<file path="config.mk">
export PLATFORM = sky130hd
export DESIGN_NAME = jtag_command_shift_engine_core_flat
export DESIGN_NICKNAME = d
export VERILOG_FILES = /design/src/sv/jcse_pkg.sv /design/src/sv/jcse_if.sv /design/src/sv/jcse_ctrl.sv /design/src/sv/jcse_dp.sv /design/src/sv/jtag_command_shift_engine_core.sv /design/src/flat_wrapper.sv
export SDC_FILE = /design/constraint.sdc
export NUM_CORES = 1
export LEC_CHECK = 0
export BUFFER_PORTS_ARGS = -buffer_cell sky130_fd_sc_hd__buf_4
export CAP_MARGIN = 20
export CORE_MARGIN = 1.5
export CORE_UTILIZATION = 47
export DETAILED_ROUTE_END_ITERATION = 8
export PLACE_DENSITY = 0.63
export SYNTH_ARGS = -nofsm -noshare
export SYNTH_HDL_FRONTEND = slang
export SYNTH_SLANG_ARGS = --single-unit
</file>
<file path="constraint.sdc">
create_clock -name clk -period 5.82 [get_ports clk]
set_clock_uncertainty 0.2 [all_clocks]
set_input_delay 0 -clock clk [delete_from_list [all_inputs] [get_ports clk]]
set_output_delay 0 -clock clk [all_outputs]
set_load 0.02 [all_outputs]
</file>
<file path="src/sv/jcse_pkg.sv">
// Shared constants, handshake structs and the TAP state step function for the
// JTAG command shift engine. No dependencies.
package jcse_pkg;

    // Parse phases of the host command stream.
    localparam logic [3:0] PH_IDLE = 4'd0;
    localparam logic [3:0] PH_LEN1 = 4'd1;
    localparam logic [3:0] PH_LEN2 = 4'd2;
    localparam logic [3:0] PH_DIVL = 4'd3;
    localparam logic [3:0] PH_DIVH = 4'd4;
    localparam logic [3:0] PH_BYTE = 4'd5;
    localparam logic [3:0] PH_BIT  = 4'd6;
    localparam logic [3:0] PH_SETV = 4'd7;
    localparam logic [3:0] PH_SETD = 4'd8;

    // Pin driven by a shift command.
    localparam logic [1:0] TGT_NONE = 2'd0;
    localparam logic [1:0] TGT_TMS  = 2'd1;
    localparam logic [1:0] TGT_TDI  = 2'd2;

    localparam logic [3:0] TAP_SHIFT_IR = 4'd7;

    // Instruction command codes.
    localparam logic [7:0] CMD_SET_LO   = 8'h80;
    localparam logic [7:0] CMD_READ_LO  = 8'h81;
    localparam logic [7:0] CMD_SET_HI   = 8'h82;
    localparam logic [7:0] CMD_READ_HI  = 8'h83;
    localparam logic [7:0] CMD_LOOP_ON  = 8'h84;
    localparam logic [7:0] CMD_LOOP_OFF = 8'h85;
    localparam logic [7:0] CMD_DIVISOR  = 8'h86;
    localparam logic [7:0] CMD_FLUSH    = 8'h87;
    localparam logic [7:0] CMD_CLK_FAST = 8'h8A;
    localparam logic [7:0] CMD_CLK_SLOW = 8'h8B;

    // Reply codes.
    localparam logic [7:0] RPL_PINS      = 8'h00;
    localparam logic [7:0] RPL_BAD_CMD   = 8'hFA;
    localparam logic [7:0] RPL_MATCH     = 8'h80;
    localparam logic [7:0] RPL_SUBST     = 8'h90;
    localparam logic [7:0] INSTR_SPECIAL = 8'h41;

    // Commands from the controller to the datapath.
    typedef struct packed {
        logic take;   // accept the host byte now
        logic pulse;  // load one TCK pulse into the output register
        logic reply;  // load the pending reply byte
        logic echo;   // load the stored command byte as a reply
        logic last;   // mark the loaded result as the final one of its byte
    } jcse_cmd_t;

    // Status from the datapath to the controller.
    typedef struct packed {
        logic dec_pulse;   // the offered byte starts a run of pulses
        logic dec_reply;   // the offered byte leads to a reply
        logic dec_echo;    // the offered byte is an unknown instruction
        logic pulse_last;  // the next pulse is the final one of the byte
        logic out_free;    // the output register can be loaded this cycle
    } jcse_stat_t;

    function automatic logic [3:0] tap_step(input logic tms, input logic [3:0] st);
        logic [3:0] nxt;
        case (st)
            4'd0:    nxt = tms ? 4'd0  : 4'd1;
            4'd1:    nxt = tms ? 4'd2  : 4'd1;
            4'd2:    nxt = tms ? 4'd3  : 4'd4;
            4'd3:    nxt = tms ? 4'd0  : 4'd5;
            4'd4:    nxt = tms ? 4'd8  : 4'd6;
            4'd5:    nxt = tms ? 4'd9  : 4'd7;
            4'd6:    nxt = tms ? 4'd8  : 4'd6;
            4'd7:    nxt = tms ? 4'd9  : 4'd7;
            4'd8:    nxt = tms ? 4'd14 : 4'd10;
            4'd9:    nxt = tms ? 4'd15 : 4'd11;
            4'd10:   nxt = tms ? 4'd12 : 4'd10;
            4'd11:   nxt = tms ? 4'd13 : 4'd11;
            4'd12:   nxt = tms ? 4'd14 : 4'd6;
            4'd13:   nxt = tms ? 4'd15 : 4'd7;
            4'd14:   nxt = tms ? 4'd2  : 4'd1;
            default: nxt = tms ? 4'd2  : 4'd1;
        endcase
        return nxt;
    endfunction

endpackage

</file>
<file path="src/sv/jcse_if.sv">
// Handshake interfaces for the host byte channel and the result channel.
// No dependencies.
interface jcse_in_if;
    logic       valid;
    logic       ready;
    logic [7:0] host_byte;
    logic [7:0] tdo_samples;

    modport source (output valid, output host_byte, output tdo_samples, input ready);
    modport sink   (input valid, input host_byte, input tdo_samples, output ready);
endinterface

interface jcse_out_if;
    logic        valid;
    logic        ready;
    logic        kind;
    logic        tms_level;
    logic        tdi_level;
    logic [7:0]  reply_byte;
    logic [15:0] clock_divisor;
    logic        clock_fast;
    logic [3:0]  tap_state;
    logic        last;

    modport source (output valid, output kind, output tms_level, output tdi_level,
                    output reply_byte, output clock_divisor, output clock_fast,
                    output tap_state, output last, input ready);
    modport sink   (input valid, input kind, input tms_level, input tdi_level,
                    input reply_byte, input clock_divisor, input clock_fast,
                    input tap_state, input last, output ready);
endinterface

</file>
<file path="src/sv/jcse_ctrl.sv">
// Controller state machine of the JTAG command shift engine: sequences byte
// intake, TCK pulses and replies. Depends on jcse_pkg.
module jcse_ctrl (
    input  logic               clk,
    input  logic               rst_n,
    input  logic               in_valid,
    output logic               in_ready,
    input  jcse_pkg::jcse_stat_t stat,
    output jcse_pkg::jcse_cmd_t  cmd
);
    import jcse_pkg::*;

    localparam logic [1:0] C_IDLE  = 2'd0;
    localparam logic [1:0] C_PULSE = 2'd1;
    localparam logic [1:0] C_REPLY = 2'd2;
    localparam logic [1:0] C_ECHO  = 2'd3;

    logic [1:0] state_reg, state_next;
    logic       rep_reg, rep_next;
    logic       echo_reg, echo_next;

    always_comb
    begin
        state_next = state_reg;
        rep_next   = rep_reg;
        echo_next  = echo_reg;
        cmd        = '0;
        in_ready   = 1'b0;
        case (state_reg)
            C_IDLE:
            begin
                in_ready = 1'b1;
                if (in_valid)
                begin
                    cmd.take  = 1'b1;
                    rep_next  = stat.dec_reply;
                    echo_next = stat.dec_echo;
                    if (stat.dec_pulse)
                        state_next = C_PULSE;
                    else if (stat.dec_reply)
                        state_next = C_REPLY;
                end
            end
            C_PULSE:
            begin
                if (stat.out_free)
                begin
                    cmd.pulse = 1'b1;
                    cmd.last  = stat.pulse_last && !rep_reg;
                    if (stat.pulse_last)
                        state_next = rep_reg ? C_REPLY : C_IDLE;
                end
            end
            C_REPLY:
            begin
                if (stat.out_free)
                begin
                    cmd.reply  = 1'b1;
                    cmd.last   = !echo_reg;
                    state_next = echo_reg ? C_ECHO : C_IDLE;
                end
            end
            C_ECHO:
            begin
                if (stat.out_free)
                begin
                    cmd.echo   = 1'b1;
                    cmd.last   = 1'b1;
                    state_next = C_IDLE;
                end
            end
            default:
            begin
                state_next = C_IDLE;
            end
        endcase
    end

    always_ff @(posedge clk or negedge rst_n)
    begin
        if (!rst_n)
        begin
            state_reg <= C_IDLE;
            rep_reg   <= 1'b0;
            echo_reg  <= 1'b0;
        end
        else
        begin
            state_reg <= state_next;
            rep_reg   <= rep_next;
            echo_reg  <= echo_next;
        end
    end

endmodule

</file>
<file path="src/sv/jcse_dp.sv">
// Datapath of the JTAG command shift engine: command parser state, pin and
// TAP tracking, TDO capture and the output register. Depends on jcse_pkg.
module jcse_dp (
    input  logic                 clk,
    input  logic                 rst_n,
    input  logic [7:0]           host_byte,
    input  logic [7:0]           tdo_samples,
    input  logic                 out_ready,
    input  jcse_pkg::jcse_cmd_t  cmd,
    output jcse_pkg::jcse_stat_t stat,
    output logic                 out_valid,
    output logic                 out_kind,
    output logic                 out_tms,
    output logic                 out_tdi,
    output logic [7:0]           out_reply,
    output logic [15:0]          out_div,
    output logic                 out_fast,
    output logic [3:0]           out_tap,
    output logic                 out_last
);
    import jcse_pkg::*;

    // Parser and pin state.
    logic [3:0]  phase_reg, phase_next;
    logic [7:0]  cmd_reg, cmd_next;
    logic [15:0] len_reg, len_next;
    logic [15:0] div_reg, div_next;
    logic        fast_reg, fast_next;
    logic [1:0]  tgt_reg, tgt_next;
    logic        tms_reg, tms_next;
    logic        tdi_reg, tdi_next;
    logic [3:0]  tap_reg, tap_next;
    logic [7:0]  instr_reg, instr_next;
    logic        ovalid_reg, ovalid_next;

    // Per-byte working registers.
    logic [7:0]  data_reg, data_next;
    logic [7:0]  tdo_reg, tdo_next;
    logic [7:0]  cap_reg, cap_next;
    logic [7:0]  reply_reg, reply_next;
    logic [2:0]  cnt_reg, cnt_next;
    logic [2:0]  nlast_reg, nlast_next;
    logic        subst_reg, subst_next;

    // Output payload.
    logic        okind_reg, okind_next;
    logic        otms_reg, otms_next;
    logic        otdi_reg, otdi_next;
    logic [7:0]  oreply_reg, oreply_next;
    logic [15:0] odiv_reg, odiv_next;
    logic        ofast_reg, ofast_next;
    logic [3:0]  otap_reg, otap_next;
    logic        olast_reg, olast_next;

    logic        is_idle;
    logic        is_shift;
    logic        unknown;
    logic [2:0]  pos;
    logic        dbit;
    logic [7:0]  cap_step;
    logic        step_tms;
    logic        step_tdi;
    logic [3:0]  step_tap;

    assign is_idle  = (phase_reg == PH_IDLE);
    assign is_shift = (phase_reg == PH_BYTE) || (phase_reg == PH_BIT);
    assign unknown  = host_byte[7] && !(host_byte inside {[CMD_SET_LO : CMD_FLUSH],
                                                          CMD_CLK_FAST, CMD_CLK_SLOW});

    assign stat.dec_pulse  = is_shift;
    assign stat.dec_echo   = is_idle && unknown;
    assign stat.dec_reply  = (is_shift && cmd_reg[5]) ||
                             (is_idle && (unknown || host_byte == CMD_READ_LO ||
                                          host_byte == CMD_READ_HI));
    assign stat.pulse_last = (cnt_reg == nlast_reg);
    assign stat.out_free   = !ovalid_reg || out_ready;

    // MSB-first order drives position 7 - p, which is the complement of p.
    assign pos      = cmd_reg[3] ? cnt_reg : ~cnt_reg;
    assign dbit     = data_reg[pos];
    assign cap_step = cap_reg | (8'(tdo_reg[cnt_reg]) << pos);
    assign step_tms = (tgt_reg == TGT_TMS) ? dbit : tms_reg;
    assign step_tdi = (tgt_reg == TGT_TDI) ? dbit : tdi_reg;
    assign step_tap = (tgt_reg == TGT_TMS) ? tap_step(dbit, tap_reg) : tap_reg;

    always_comb
    begin
        phase_next  = phase_reg;
        cmd_next    = cmd_reg;
        len_next    = len_reg;
        div_next    = div_reg;
        fast_next   = fast_reg;
        tgt_next    = tgt_reg;
        tms_next    = tms_reg;
        tdi_next    = tdi_reg;
        tap_next    = tap_reg;
        instr_next  = instr_reg;
        data_next   = data_reg;
        tdo_next    = tdo_reg;
        cap_next    = cap_reg;
        reply_next  = reply_reg;
        cnt_next    = cnt_reg;
        nlast_next  = nlast_reg;
        subst_next  = subst_reg;
        okind_next  = okind_reg;
        otms_next   = otms_reg;
        otdi_next   = otdi_reg;
        oreply_next = oreply_reg;
        odiv_next   = odiv_reg;
        ofast_next  = ofast_reg;
        otap_next   = otap_reg;
        olast_next  = olast_reg;
        ovalid_next = ovalid_reg && !out_ready;

        if (cmd.take)
        begin
            data_next  = host_byte;
            tdo_next   = tdo_samples;
            cap_next   = 8'h00;
            cnt_next   = 3'd0;
            reply_next = unknown ? RPL_BAD_CMD : RPL_PINS;
            case (phase_reg)
                PH_IDLE:
                begin
                    cmd_next = host_byte;
                    if (!host_byte[7])
                    begin
                        if ((host_byte[6:4] != 3'b000) && host_byte[0])
                        begin
                            if (host_byte[6])
                                tgt_next = TGT_TMS;
                            else if (host_byte[4])
                                tgt_next = TGT_TDI;
                            else
                                tgt_next = TGT_NONE;
                            phase_next = PH_LEN1;
                        end
                    end
                    else
                    begin
                        case (host_byte)
                            CMD_SET_LO, CMD_SET_HI: phase_next = PH_SETV;
                            CMD_DIVISOR:            phase_next = PH_DIVL;
                            CMD_CLK_FAST:           fast_next  = 1'b1;
                            CMD_CLK_SLOW:           fast_next  = 1'b0;
                            default:                phase_next = PH_IDLE;
                        endcase
                    end
                end
                PH_LEN1:
                begin
                    len_next   = {8'h00, host_byte};
                    phase_next = cmd_reg[1] ? PH_BIT : PH_LEN2;
                end
                PH_LEN2:
                begin
                    len_next   = {host_byte, len_reg[7:0]};
                    phase_next = PH_BYTE;
                end
                PH_DIVL:
                begin
                    div_next   = {8'h00, host_byte};
                    phase_next = PH_DIVH;
                end
                PH_DIVH:
                begin
                    div_next   = {host_byte, div_reg[7:0]};
                    phase_next = PH_IDLE;
                end
                PH_BYTE:
                begin
                    nlast_next = 3'd7;
                    subst_next = 1'b1;
                    if (tgt_reg == TGT_TMS)
                        tdi_next = host_byte[7];
                    if (len_reg != 16'd0)
                        len_next = len_reg - 16'd1;
                    else
                        phase_next = PH_IDLE;
                end
                PH_BIT:
                begin
                    nlast_next = (len_reg > 16'd7) ? 3'd7 : len_reg[2:0];
                    subst_next = 1'b0;
                    if (tap_reg == TAP_SHIFT_IR && cmd_reg[4])
                        instr_next = host_byte;
                    if (tgt_reg == TGT_TMS)
                        tdi_next = host_byte[7];
                    phase_next = PH_IDLE;
                end
                PH_SETV:
                begin
                    phase_next = PH_SETD;
                end
                default:
                begin
                    phase_next = PH_IDLE;
                end
            endcase
        end

        if (cmd.pulse)
        begin
            tms_next    = step_tms;
            tdi_next    = step_tdi;
            tap_next    = step_tap;
            cap_next    = cap_step;
            cnt_next    = cnt_reg + 3'd1;
            if (stat.pulse_last)
            begin
                // Byte-mode replies read as the match code are remapped under
                // the special instruction.
                if (subst_reg && instr_reg == INSTR_SPECIAL && cap_step == RPL_MATCH)
                    reply_next = RPL_SUBST;
                else
                    reply_next = cap_step;
            end
            okind_next  = 1'b0;
            otms_next   = step_tms;
            otdi_next   = step_tdi;
            oreply_next = 8'h00;
            otap_next   = step_tap;
        end

        if (cmd.reply || cmd.echo)
        begin
            okind_next  = 1'b1;
            otms_next   = 1'b0;
            otdi_next   = 1'b0;
            oreply_next = cmd.echo ? cmd_reg : reply_reg;
            otap_next   = tap_reg;
        end

        if (cmd.pulse || cmd.reply || cmd.echo)
        begin
            odiv_next   = div_reg;
            ofast_next  = fast_reg;
            olast_next  = cmd.last;
            ovalid_next = 1'b1;
        end
    end

    always_ff @(posedge clk or negedge rst_n)
    begin
        if (!rst_n)
        begin
            phase_reg  <= PH_IDLE;
            cmd_reg    <= 8'h00;
            len_reg    <= 16'h0000;
            div_reg    <= 16'h0000;
            fast_reg   <= 1'b0;
            tgt_reg    <= TGT_NONE;
            tms_reg    <= 1'b0;
            tdi_reg    <= 1'b0;
            tap_reg    <= 4'd0;
            instr_reg  <= 8'h00;
            ovalid_reg <= 1'b0;
        end
        else
        begin
            phase_reg  <= phase_next;
            cmd_reg    <= cmd_next;
            len_reg    <= len_next;
            div_reg    <= div_next;
            fast_reg   <= fast_next;
            tgt_reg    <= tgt_next;
            tms_reg    <= tms_next;
            tdi_reg    <= tdi_next;
            tap_reg    <= tap_next;
            instr_reg  <= instr_next;
            ovalid_reg <= ovalid_next;
        end
    end

    always_ff @(posedge clk)
    begin
        data_reg   <= data_next;
        tdo_reg    <= tdo_next;
        cap_reg    <= cap_next;
        reply_reg  <= reply_next;
        cnt_reg    <= cnt_next;
        nlast_reg  <= nlast_next;
        subst_reg  <= subst_next;
        okind_reg  <= okind_next;
        otms_reg   <= otms_next;
        otdi_reg   <= otdi_next;
        oreply_reg <= oreply_next;
        odiv_reg   <= odiv_next;
        ofast_reg  <= ofast_next;
        otap_reg   <= otap_next;
        olast_reg  <= olast_next;
    end

    assign out_valid = ovalid_reg;
    assign out_kind  = okind_reg;
    assign out_tms   = otms_reg;
    assign out_tdi   = otdi_reg;
    assign out_reply = oreply_reg;
    assign out_div   = odiv_reg;
    assign out_fast  = ofast_reg;
    assign out_tap   = otap_reg;
    assign out_last  = olast_reg;

endmodule

</file>
<file path="src/sv/jtag_command_shift_engine_core.sv">
// Top level of the JTAG command shift engine: joins the controller and the
// datapath to the channels. Depends on jcse_pkg, jcse_if, jcse_ctrl, jcse_dp.
//
//   channel  modport  payload                                    item
//   host     sink     host_byte, tdo_samples                     one stream byte
//   result   source   kind, tms_level, tdi_level, reply_byte,    one TCK pulse or
//                     clock_divisor, clock_fast, tap_state, last one reply byte
//
// A host byte is taken while the controller is idle; each result it causes is then
// loaded into the output register in turn, as the register frees, and the next byte
// is taken once the last of them is loaded. The output register sets the pace.
// The next byte is taken while the final result still waits in the output register.
// A stalled result channel holds the sequencer at its current pulse or reply.
// Reset brings the parser to idle, TAP tracking to Test-Logic-Reset, pins low.
module jtag_command_shift_engine_core (
    input  logic         clk,
    input  logic         rst_n,
    jcse_in_if.sink      host,
    jcse_out_if.source   result
);
    import jcse_pkg::*;

    jcse_cmd_t  cmd;
    jcse_stat_t stat;

    jcse_ctrl u_ctrl (
        .clk      (clk),
        .rst_n    (rst_n),
        .in_valid (host.valid),
        .in_ready (host.ready),
        .stat     (stat),
        .cmd      (cmd)
    );

    jcse_dp u_dp (
        .clk         (clk),
        .rst_n       (rst_n),
        .host_byte   (host.host_byte),
        .tdo_samples (host.tdo_samples),
        .out_ready   (result.ready),
        .cmd         (cmd),
        .stat        (stat),
        .out_valid   (result.valid),
        .out_kind    (result.kind),
        .out_tms     (result.tms_level),
        .out_tdi     (result.tdi_level),
        .out_reply   (result.reply_byte),
        .out_div     (result.clock_divisor),
        .out_fast    (result.clock_fast),
        .out_tap     (result.tap_state),
        .out_last    (result.last)
    );

endmodule

</file>
<file path="src/flat_wrapper.sv">
// flat-port wrapper written by rule: the top's interface ports become plain ports
module jtag_command_shift_engine_core_flat import jcse_pkg::*;
  (clk, rst_n, host_valid, host_host_byte, host_tdo_samples, host_ready, result_valid, result_kind, result_tms_level, result_tdi_level, result_reply_byte, result_clock_divisor, result_clock_fast, result_tap_state, result_last, result_ready);
  jcse_in_if host_i ();
  jcse_out_if result_i ();
  input  logic clk;
  input  logic rst_n;
  input wire logic [$bits(host_i.valid)-1:0] host_valid;
  input wire logic [$bits(host_i.host_byte)-1:0] host_host_byte;
  input wire logic [$bits(host_i.tdo_samples)-1:0] host_tdo_samples;
  output wire logic [$bits(host_i.ready)-1:0] host_ready;
  output wire logic [$bits(result_i.valid)-1:0] result_valid;
  output wire logic [$bits(result_i.kind)-1:0] result_kind;
  output wire logic [$bits(result_i.tms_level)-1:0] result_tms_level;
  output wire logic [$bits(result_i.tdi_level)-1:0] result_tdi_level;
  output wire logic [$bits(result_i.reply_byte)-1:0] result_reply_byte;
  output wire logic [$bits(result_i.clock_divisor)-1:0] result_clock_divisor;
  output wire logic [$bits(result_i.clock_fast)-1:0] result_clock_fast;
  output wire logic [$bits(result_i.tap_state)-1:0] result_tap_state;
  output wire logic [$bits(result_i.last)-1:0] result_last;
  input wire logic [$bits(result_i.ready)-1:0] result_ready;
  assign host_i.valid = host_valid;
  assign host_i.host_byte = host_host_byte;
  assign host_i.tdo_samples = host_tdo_samples;
  assign host_ready = host_i.ready;
  assign result_valid = result_i.valid;
  assign result_kind = result_i.kind;
  assign result_tms_level = result_i.tms_level;
  assign result_tdi_level = result_i.tdi_level;
  assign result_reply_byte = result_i.reply_byte;
  assign result_clock_divisor = result_i.clock_divisor;
  assign result_clock_fast = result_i.clock_fast;
  assign result_tap_state = result_i.tap_state;
  assign result_last = result_i.last;
  assign result_i.ready = result_ready;
  jtag_command_shift_engine_core u_core (.clk(clk), .rst_n(rst_n), .host(host_i), .result(result_i));
endmodule
</file>
After elaboration in Yosys (flattened, before gate mapping)
Cells that the tools add are included.

$add $sub $neg: 2. $lt $le $gt $ge: 5. Eq/ne operators: 44. Shift operators: 1. Multiplexer cells: 76. Bitwise logic cells: 5. Reduce and logical (&&, ||, !) cells: 57.

Operators by type and width (count): 8-bit 2-to-1 mux (10); 8-bit equality test (second input constant) (8); 16-bit case mux with 3 select lines (1); 4-bit case mux with 11 select lines (1); 4-bit 2-to-1 mux (10); 3-bit 2-to-1 mux (11); 4-bit by 3-bit equality test with 1-bit output (second input constant) (8); 16-bit case mux with 2 select lines (1); 2-bit 2-to-1 mux (13); 4-bit equality test (second input constant) (6); 4-bit case mux with 6 select lines (1); 1-bit 2-to-1 mux (19); 4-bit by 2-bit equality test with 1-bit output (second input constant) (4); 16-bit by 3-bit > comparator with 1-bit output (second input constant) (1); 16-bit 2-to-1 mux (1); 4-bit AND reduction (4); 16-bit nonzero test (1); 2-bit nonzero test (8); 16-bit by 1-bit subtractor with 16-bit output (second input constant) (1); 4-bit case mux with 3 select lines (1); 3-bit AND reduction (4); 1-bit logical AND (11); 2-bit OR reduction (5); 3-bit nonzero test (3); 28 further kinds (57).

Bits in registers: 138. Input port bits: 20. Output and inout port bits: 35. Word-level logic and storage cells: 221.

Longest topological paths before layout
Gate-level depths: netlist of the first run.

Depth after elaboration: 13. Gate-level depth with buffers: 9. Depth with buffers taken out: 8.

Cells and area by module
A second synthesis of the first run with hierarchy kept.

Cells, all modules: 582. Area, all modules: 6547.5 um^2.

Modules (own cells, without submodules): jcse_dp (times used 1, cells an instance 546, area an instance 6203.4 um^2, seq. area each 3603.5 um^2); jcse_ctrl (times used 1, cells an instance 36, area an instance 344.1 um^2, seq. area each 100.1 um^2).

Worst setup path before layout of the first run
No wires, ideal clock.

Path kind: register to register. From: register u_core.u_ctrl.state_reg[0]. To: register u_core.u_dp.tgt_reg[0]. Setup time: 0.125 ns. Data arrival time: 2.343 ns. Data required time: 5.495 ns. Path slack: 3.153 ns. Cell stages (with the launch flop): 9. Path buffers: 1. Clock period less this slack: 2.667 ns. Cell sequence: dfrtp_1 > inv_1 > ha_1 > nand2_1 > clkbuf_1 > inv_1 > nand2_1 > nor3_1 > mux2_2.

RTL lines: start: declaration (line jcse_ctrl.sv:18) `logic [1:0] state_reg, state_next;`; start signal: assignment (line jcse_ctrl.sv:89) `state_reg <= state_next;`; end signal: assignment (line jcse_dp.sv:266) `tgt_reg <= tgt_next;`; end: declaration (line jcse_dp.sv:29) `logic [1:0] tgt_reg, tgt_next;`.

==> results of run 1 <==
[layer usage]
metal / part of all wire [%] / track usage [%]
met5: 0 / 0
met4: 1.5 / 7.87
met3: 4.2 / 5.40
met2: 49 / 36.3
met1: 45 / 28.8
[cell families after synthesis]
kind of cell | share of synthesized area, %
mux | 7.98
xor+xnor | 0.670
simple gates | 15.7
buf+inv | 3.04
fa+ha+maj | 1.15
compound gates | 14.7
flops | 56.7
[Yosys cell counts (all sizes together) (3+ instances only)]
cell / count / share of area, %
nor3b: 6 / 0.94
nor2: 46 / 2.6
nand4: 7 / 0.67
dfrtp: 66 / 25
nand2: 51 / 2.9
mux2i: 6 / 0.92
dfxtp: 11 / 3.4
nor4: 6 / 0.90
a211oi: 10 / 1.1
o22ai: 3 / 0.29
mux2: 30 / 5.2
nor2b: 5 / 0.48
o31a: 3 / 0.42
o21ai: 52 / 4.0
edfxtp: 61 / 28
a22oi: 4 / 0.46
a31oi: 7 / 0.67
buf: 16 / 1.4
and2: 6 / 0.57
xnor2: 5 / 0.67
a21oi: 53 / 4.1
a32oi: 5 / 0.67
ha: 6 / 1.1
a22o: 10 / 1.3
nand3: 19 / 1.5
or3: 5 / 0.48
inv: 9 / 0.52
or2: 4 / 0.38
nand2b: 15 / 1.6
clkbuf: 19 / 1.1
and3: 4 / 0.38
mux4: 5 / 1.9
nor3: 20 / 1.8
[worst max-delay path, stage by stage, from the launching register on]
cell           delay (ps)
dfrtp_1               400
inv_1                 100
ha_1                  270
nand2_1               470
inv_1                 720
nand2_1               470
nor3_1                310
nor2_1                 70
a31oi_1               130
dlygate4sd3_1         560
[through the flow]
step / hold slack, ps / std cells / util [%] / worst slack, ps
final: 23.2 / 840 / 57.6 / 2060
after detailed placement: -27.9 / 788 / 52.3 / 2330
after global placement: -38.7 / 788 / 52.3 / 2500
after CTS: 59.1 / 840 / 57.6 / 2090
after global routing: 95.7 / 840 / 57.6 / 1730
after floorplan: -496 / 591 / - / 3150
[report_power, final]
| part | switching [mW] | total [mW] | internal [mW] |
|---|---|---|---|
| clock | 0.391 | 0.939 | 0.548 |
| sequential | 0.267 | 1.70 | 1.43 |
| combinational | 0.927 | 1.52 | 0.593 |
| total | 1.59 | 4.16 | 2.57 |
[area by class of cell]
type                            instances  area [sq um]  share of cell area, %
Clock buffer                           23           458                   5.93
Inverter                                9          33.8                  0.438
Sequential cell                       138          3700                   48.0
Multi-Input combinational cell        409          2630                   34.1
Timing Repair Buffer                   76           621                   8.04
Clock inverter                          9          50.0                  0.648
Tap cell                              176           220                   2.85
[worst paths after layout]
kind	startpoint	endpoint	cells after the start
min reg2reg	u_core.u_dp.out_kind	u_core.u_dp.out_kind	2
max	u_core.u_ctrl.state_reg[1]	u_core.u_dp.fast_reg	9
max reg2reg	u_core.u_ctrl.state_reg[1]	u_core.u_dp.fast_reg	9
min	rst_n	u_core.u_dp.div_reg[4]	2
max in group asynchronous	rst_n	u_core.u_dp.instr_reg[5]	2
min in group clk	host_tdo_samples[1]	u_core.u_dp.tdo_reg[1]	2
==> qor.yml, run 1 <==
pwr:
  p_total_mw: 4.16
  irDropWorstVdd_v: 0.000301
  power.density_nw_per_um2: 539
  p_leak_nw: 3.09
synthesis:
  ys.flop_type: "dfrtp_1"
  synth-edff-count: 61
  avgSynthCellArea_sq_um: 11.1
  syn_nets: 617
  yosysWarnings: 0
  ys_types: 62
  async_reset_ff_share_pct: 47.8
  syn-cell-area_sq_um: 6540
  ys_seq_elements: 138
  synth_seq_area_share_pct: 56.7
  syn_inst: 591
placement:
  placed_cell_area_sq_um: 7010
  dp_hpwl_um: 10100
  place.gp.congestion: 0.884
  placement.io_buffers: 54
cells_and_area:
  fin_area_sq_um: 7720
  fillCellCount: 1150
  fin_nets: 677
  final_common_cell: "dfrtp_1"
  num_antenna_cells: 0
  synthToLayoutAreaGrowth_pct: 18.1
  drive_gt1_share_pct: 19.3
  layout_common_cells: "66 x dfrtp_1, 61 x edfxtp_1, 56 x buf_4"
drt:
  drcViolationCount: 0
  totalWireLength_um: 15300
  routed_via_density: 5.89
  wl_per_cell_um: 18.2
  ant_nets: 0
  vias: 4950
  drt_iter0_drc: 422
  drtPass1Iterations: 4
grt:
  grt_pass1_wl_um: 24700
  grt_max_degree: 67
  grt_pass1_vias: 4760
  grt_usage_pct: 22.2
  antenna_found_initial: 0
  overflow: 0
clock_tree:
  cts.path.max_buffers: 2
  ctsResizeCount: 0
  htree_num_levels: 4
  cts_setup_buffers: 0
  clkTransAtPathRegs_ps: 60
  ctsHoldBuffers: 20
  clock_latency_ps: 420
  cts_buffers: 17
  cts-root-buf: "clkbuf_16"
  cts_tree: "built"
  cts.sinks: 138
floorplanning:
  initial_core_util_pct: 48.8
  core-area_sq_um: 13400
  row_count: 42
  ioPinCount: 55
  die_h_um: 121
  die_area_sq_um: 14600
  die_x_um: 121
timing:
  fmax_mhz: 266
  hold_viol: 0
  max_slew_margin_pct: 38.3
  fin_crit_ps: 3760
  slew_violations: 0
  period_share_pct: 64.7
  setup_tns_ps: 0
  grt_setup_unrepaired: "false"
  worstMarginPinSlew_ps: 921
  setup_violations: 0
status:
  status: "complete, no violations"
setup_path:
  crit_path_max_fanout: 20
  cp_data_required_time_ps: 5980
  critPathLaunchType: "flip-flop"
  path_class: "reg -> reg"
  worstPathArrival_ps: 3930
  worst_setup_path_end_kind: "flip-flop"
  reg2reg_slack_ps: 2060
hold_path:
  hold_path_class: "in -> async"
flow_run:
  cap_violations: 0
Note: power is estimated with default switching activity, not from simulation.
==> run 2: changes to the inputs <==
--- a/config.mk
+++ b/config.mk
@@ -10,7 +10,7 @@
 export CORE_MARGIN = 1.5
 export CORE_UTILIZATION = 47
 export DETAILED_ROUTE_END_ITERATION = 8
-export PLACE_DENSITY = 0.63
+export PLACE_DENSITY = 0.66
 export SYNTH_ARGS = -nofsm -noshare
 export SYNTH_HDL_FRONTEND = slang
 export SYNTH_SLANG_ARGS = --single-unit
==> constraint.sdc (replaced) <==
create_clock -name clk -period 3.45 [get_ports clk]
set_clock_uncertainty 0.2 [all_clocks]
set_input_delay 0 -clock clk [delete_from_list [all_inputs] [get_ports clk]]
set_output_delay 0 -clock clk [all_outputs]
set_load 0.02 [all_outputs]
==> qor.yml, run 2 (synthesis results as in run 1) <==
status:
  status: "complete, no violations"
cells_and_area:
  layout_common_cells: "66 x dfrtp_1, 61 x buf_4, 61 x edfxtp_1"
  synthToLayoutAreaGrowth_pct: 20.4
  num_antenna_cells: 0
  drive_gt1_share_pct: 20.2
  fin_nets: 682
  final_common_cell: "dfrtp_1"
clock_tree:
  cts.path.max_buffers: 2
  cts-root-buf: "clkbuf_16"
  clock_latency_ps: 420
  htree_num_levels: 4
  cts_tree: "built"
  cts.sinks: 138
  ctsHoldBuffers: 20
  cts_setup_buffers: 0
  ctsResizeCount: 0
  cts_buffers: 17
  clkTransAtPathRegs_ps: 60
floorplanning:
  row_count: 42
  core-area_sq_um: 13400
  die_area_sq_um: 14600
  die_x_um: 121
  die_h_um: 121
  ioPinCount: 55
  initial_core_util_pct: 48.8
setup_path:
  reg2reg_depth: 8
  worst_setup_path_end_kind: "flip-flop"
  crit_path_max_fanout: 18
  reg2reg_slack_ps: 530
  r2r_start: "u_core.u_dp.len_reg[0]"
  critPathLaunchType: "flip-flop"
  worstPathArrival_ps: 3050
  path_class: "reg -> reg"
  cp_data_required_time_ps: 3580
  r2r-end: "u_core.u_dp.len_reg[11]"
timing:
  worstMarginPinSlew_ps: 925
  setup_violations: 0
  fmax_mhz: 342
  period_share_pct: 84.8
  slew_violations: 0
  fin_crit_ps: 2920
  fin_hold_ws_ps: 12.1
  max_slew_margin_pct: 38.1
  hold_viol: 0
  grt_setup_unrepaired: "false"
  setup_tns_ps: 0
flow_run:
  cap_violations: 0
pwr:
  p_leak_nw: 3.16
  p_int_mw: 4.64
  swShare_pct: 36.5
  irDropWorstVdd_v: 0.000490
  clock_power_share_pct: 25.7
  p_total_mw: 7.30
  p_comb_share_pct: 35.1
  power.switching_mw: 2.67
  power.density_nw_per_um2: 929
  seqPwrFrac_pct: 39.2
drt:
  ant_nets: 0
  vias: 4875
  drt_iter0_drc: 572
  drcViolationCount: 0
  wl_per_cell_um: 17.8
  totalWireLength_um: 15100
  drtPass1Iterations: 5
  routed_via_density: 5.77
grt:
  grt_pass1_vias: 4814
  grt-busiest-layer: "met2"
  grt_usage_pct: 22.2
  grt_pass1_wl_um: 24900
  antenna_found_initial: 0
  grt_use_met1_pct: 30.3
  grt_util_met2_pct: 36.0
  overflow: 0
  grt_max_degree: 67
  grtUsageMet3_pct: 4.79
hold_path:
  hold_path_class: "in -> async"
placement:
  place.gp.congestion: 0.857
  dp_hpwl_um: 9930
  placement.io_buffers: 54
run 2: how the worst max path moves through the flow:
stage                                   end  depth (start not counted)  slack [ps]                        from
floorplan            u_core.u_dp.tgt_reg[0]                          8         780  u_core.u_ctrl.state_reg[0]
global placement     u_core.u_dp.len_reg[9]                          8         770      u_core.u_dp.len_reg[0]
detailed placement  u_core.u_dp.len_reg[11]                          8         600      u_core.u_dp.len_reg[0]
CTS                 u_core.u_dp.len_reg[11]                          8         530      u_core.u_dp.len_reg[0]
global route        u_core.u_dp.len_reg[11]                          8         230      u_core.u_dp.len_reg[0]
finish              u_core.u_dp.len_reg[11]                          8         530      u_core.u_dp.len_reg[0]
run 2: final cells by class:
class                   instances  area (sq um)
inverters                       9          33.8
well taps                     176           220
multi-input cells             409          2630
flip-flops and latches        138          3700
fillers                      1135          5540
clock buffers                  23           479
repair buffers                 81           658
clock inverters                 9           138
run 2: worst max-delay path, cell delays in order (launching register included):
cell	delay, ps
dfrtp_1	410
inv_1	100
ha_1	200
nor3b_4	420
nand4b_1	310
o21ai_2	550
o31a_2	400
o21ai_0	140
o21ai_0	100
run 2: through the flow:
step	worst slack, ps	util [%]	instance area, sq um	cells
after floorplan	783	-	6540	591
after global placement	772	52.6	7050	793
after detailed placement	600	52.6	7050	793
after CTS	532	58.7	7870	845
after global routing	227	58.7	7870	845
final	525	58.7	7870	845
run 2: power by group through the flow:
stage	Sequential, mW	Combinational, mW	Clock, mW
2_1_floorplan	2.93	1.67	0
3_3_place_gp	2.85	2.49	0
3_5_place_dp	2.87	2.53	0
4_1_cts	2.86	2.57	1.90
5_1_grt	2.95	2.82	1.98
6_report	2.87	2.56	1.88
run 2: layer usage:
metal | routed length [um] | share of wire, % | vias to the layer above
met1 | 6900 | 46 | 2422
li1 | - | - | 2324
met4 | 175 | 1.2 | 0
met5 | 0 | 0 | -
met3 | 717 | 4.8 | 15
met2 | 7260 | 48 | 114
